[src/rtl/core/assert_macros.svh]
// ----------------------------------------------------------------------------
// Assertion macros
// Clocked concurrent assertion forms shared by the core RTL.
// ----------------------------------------------------------------------------
`ifndef ASSERT_MACROS_SVH
`define ASSERT_MACROS_SVH

`ifndef NO_ASSERTIONS

`define ASSERT_HOLDS(label, expr, msg) \
  label: assert property (@(posedge clk) disable iff (rst) (expr)) else $error(msg);

`define ASSERT_IMPLIES(label, pre, post, msg) \
  label: assert property (@(posedge clk) disable iff (rst) (pre) |-> (post)) else $error(msg);

`define ASSERT_NEXT(label, pre, post, msg) \
  label: assert property (@(posedge clk) disable iff (rst) (pre) |=> (post)) else $error(msg);

`else

`define ASSERT_HOLDS(label, expr, msg)

`define ASSERT_IMPLIES(label, pre, post, msg)

`define ASSERT_NEXT(label, pre, post, msg)

`endif

`endif

[src/rtl/core/chca_ram.sv]
// ----------------------------------------------------------------------------
// chca_ram
// Simple dual-port RAM: one write port, one read port with registered data.
// ----------------------------------------------------------------------------
module chca_ram #(
  parameter int WIDTH = 8,
  parameter int DEPTH = 16
) (
  input  logic                     clk,
  input  logic                     we,
  input  logic [$clog2(DEPTH)-1:0] waddr,
  input  logic [WIDTH-1:0]         wdata,
  input  logic [$clog2(DEPTH)-1:0] raddr,
  output logic [WIDTH-1:0]         rdata
);

  logic [WIDTH-1:0] mem [DEPTH];

  always_ff @(posedge clk) begin
    if (we) begin
      mem[waddr] <= wdata;
    end
    rdata <= mem[raddr];
  end

endmodule

[config.mk]
export PLATFORM = sky130hd
export DESIGN_NAME = chca_ram
export DESIGN_NICKNAME = d
export VERILOG_FILES = /design/src/rtl/core/assert_macros.svh /design/src/rtl/core/chca_ram.sv
export SDC_FILE = /design/constraint.sdc
export NUM_CORES = 1
export LEC_CHECK = 0
export BUFFER_PORTS_ARGS = -buffer_cell sky130_fd_sc_hd__buf_2
export CORE_MARGIN = 4
export CORE_UTILIZATION = 54
export DETAILED_ROUTE_END_ITERATION = 10
export PLACE_DENSITY = 0.82
export SYNTH_ARGS = -nofsm -noshare
export SYNTH_HDL_FRONTEND = slang
export SYNTH_SLANG_ARGS = --single-unit
export TNS_END_PERCENT = 50
[constraint.sdc]
create_clock -name clk -period 2.3 [get_ports clk]
set_clock_uncertainty 0.2 [all_clocks]
set_input_delay 0.345 -clock clk [delete_from_list [all_inputs] [get_ports clk]]
set_output_delay 0.345 -clock clk [all_outputs]
set_load 0.005 [all_outputs]
Yosys cells after proc, flatten, opt, wreduce, memory -nomap -nowiden

Memory sizes are Yosys's and may differ from the RTL's. A register that Yosys moved wholly into a read port is not among the register bits.
Index checks and enable logic that the tools add are counted.

Add/sub/neg operators: 0
Multipliers: 0
Divide/modulo/power cells: 0
Magnitude comparators: 0
Equality and inequality tests: 0
Shift-type cells: 0
Muxes and demuxes: 2
Bitwise operators: 0
Reduce and logical (&&, ||, !) cells: 0

Operator list:

| operator | number |
|---|---|
| $mux W1  | 2 |

Register bits after elaboration: 0
Bits in latches: 0
RAM bits: 128
ROM bits: 0
Word-level logic and storage cells: 3
Memories kept: 1

Memories:

| memory | depth | width | read ports | clocked after Yosys merged registers in | wr ports | line           | RTL |
|---|---|---|---|---|---|---|---|
| mem    | 16    | 8     | 1          | 1                                       | 1        | chca_ram.sv:17 | `logic [WIDTH-1:0] mem [DEPTH];` |

Longest topological paths before layout

Depth after elaboration: 2
Depth in mapped cells: 5
Mapped depth without buffers: 3

Least setup slack after synthesis

No wires, ideal clock.

Path type: in2reg
Start point: input port waddr[2]
End point: memory mem[0][0] (enable)
Arrival time: 1.455 ns
Data required time: 1.717 ns
Setup slack: 0.262 ns
Cell stages on the path: 2
Path buffers: 0
Cells stage by stage: or3b_2 -> nor3_1

RTL lines:

| element     | line           | RTL |
|---|---|---|
| from (decl) | chca_ram.sv:11 | `input logic [$clog2(DEPTH)-1:0] waddr,` |
| to (decl)   | chca_ram.sv:17 |  |

Straight into the memory's write port.

==> impl_results.md <==
* Top Ports at 26
* CTS Root Cell: clkbuf_8
* CTS tree: built
* Final-layout fill cell count at 556
* Final setup violation count at 0
* First-pass GRT wire length at 16,600 um
* Status: completed
* Initial Util at 0.557
* VDD IR-drop max at 461 uV
* Vias at 2,470
* Launching element type of the critical path: register
* Antenna viol nets, final at 0
* Vias per cell at 5.74
* Worst-path maximum fanout at 1
* PortBufs at 25
* RD Place Congestion at 0.716
* Cells after synthesis at 229
* CP Class: reg2reg
* Nets@finish at 306
* Synth unique cells at 19
* Longest Clk Path Bufs at 2
* Antenna diodes at 0
* # H-tree levels at 4
* Drt first-iter violations at 261
* Data required, critical path at 2.49 ns
* TritonCTS buffer count at 17
* Die width at 106 um
* Final hold vios at 0
* Cell Pwr Density at 988 nW/um2
* Clock-pin slew on the worst setup and hold paths at 0.06 ns
* CTS Sinks at 136
* Total negative slack at 0 ns
* Crit path largest cell delay at 0.57 ns
* Drt first pass iters at 5
* Count of state elements after synthesis at 136
* Unrepaired setup endpoints after global routing: false
* Mean post-synth cell area at 22.5 um2
* Syn-to-layout area delta at 21.3%
* Post-Syn Nets at 247
* CP arrival at 1.85 ns
* Leakage at 2.15 nW
* Gr usage total at 0.215
* Max Freq at 603 MHz
* Slowest stage cell, crit path: mux4_1
* Drt wl/cell at 25.1 um
* Post-CTS sizing at 0
* Post-CTS setup buffers at 0
* Synth top area share at 0.747
* Core area at 9240 um2
* Synthesized area at 5150 um2
* Commonest non-fill, non-tap cell in the layout: edfxtp_1
* Final count of pins violating max slew at 0
* Total gr overflow at 0
* Worst hold path class: in2reg
* Max Cap Violations at 0
* HPWL Detailed at 6370 um
* DIE HEIGHT at 106 um
* Tmin final at 1.66 ns
* Synthesis Warnings at 0
* Slew headroom at 0.554
* Register area share after synthesis at 0.778
* Area leader, netlist: edfxtp_1
* Initial antenna violation count at 0
* Endpoint class of the critical path: register
* Final Core Density at 0.676
* Slew @ Worst Pin at 0.667 ns
* Share of cells above drive strength 1 at 0.319
* Area contributors post-synth: edfxtp_1, mux4_2, mux4_1, dfxtp_1, a22oi_1
* Pin count of the biggest net entering global routing at 33
* Hold bufs inserted after CTS at 4
* Vias in the first global route at 2,593
* Post-route DRC at 0
* Most used cells in the layout excluding fill and tap cells: edfxtp_1, buf_2, buf_4
* Die ar. at 11,200 um2
* CP cell instances: mux4_1 -> a22oi_1 -> nand2_1
* Worst skew pair latency at 0.51 ns
* Tcrit/Tclk final at 0.721
* Routed wire length at 10,800 um
* Row cnt at 35
[cell usage after synthesis]
master and number:
or3b_2 1, and2b_1 1, mux4_2 18, nand2_1 9
dfxtp_1 8, edfxtp_1 128, mux4_1 14, clkdlybuf4s25_2 3
nor3_1 4, and2_1 1, nand3b_1 2, nand2b_1 2
buf_4 1, nand3_1 1, buf_6 3, nor2_1 13
buf_2 3, nor2b_1 1, a22oi_1 16
[routing by layer]
metal,vias to the layer above,track usage,wire length (um)
met2,108,0.344,5540
met3,12,0.0612,748
met5,-,0,0
met1,1258,0.295,4380
li1,1092,-,-
met4,0,0.0592,139
[final cells by class]
cell class	instances	area, um2	area share
flip-flops and latches	136	4000	0.641
multi-input cells	83	1060	0.169
repair buffers	50	335	0.0537
clock buffers	17	414	0.0663
clock inverters	15	273	0.0437
well taps	129	161	0.0258
[registers in the layout, summed over array words and instances, names as in the netlist]
| name | cells |
|---|---|
| mem | 128 |
| rdata | 8 |
[critical path, delay by kind of cell, from the launching register on]
kind | cells | cell delay [ns]
AOI/OAI and AO/OA | 1 | 0.33
muxes | 1 | 0.57
DFF | 1 | 0.36
and+or+nand+nor | 1 | 0.09
[cell families (layout without fill, tap and decap cells)]
logic type | Yosys count | after routing | synth area share
AO/OA/AOI/OAI | 16 | 16 | 0.0233
buffers and inverters | 10 | 82 | 0.0168
flip-flops | 136 | 136 | 0.778
multiplexers | 32 | 32 | 0.150
AND/OR/NAND/NOR | 35 | 35 | 0.0318
[final timing paths]
kind,from,end,slack (ns),cells after the start
worst max register to register,mem[1][5]$_DFFE_PP_,rdata[5]$_DFF_P_,0.64,3
worst max-delay path,mem[1][5]$_DFFE_PP_,rdata[5]$_DFF_P_,0.64,3
worst min register to register,mem[15][5]$_DFFE_PP_,rdata[5]$_DFF_P_,0.46,3
worst min-delay path,wdata[1],mem[13][1]$_DFFE_PP_,0.02,1
[power by group]
part           total [mW]  switching (mW)  internal, mW  leakage (nW)
Combinational       0.261           0.146         0.116         0.602
Clock                3.12            1.02          2.10         0.327
Sequential           2.79          0.0204          2.77          1.22
Total                6.17            1.19          4.98          2.15
[through the flow]
stage               setup slack [ns]  instances  hold slack, ns  area, um2  power, mW
floorplan                      0.262        229           0.244       5150       2.98
global placement               0.347        394           0.441       5520       3.08
detailed placement             0.257        394           0.458       5520       3.10
CTS                            0.622        430      0.00000361       6240       6.21
global route                   0.606        430        0.000643       6240       6.36
finish                         0.643        430          0.0242       6240       6.17
No activity file was read; power rests on OpenSTA's default activity.
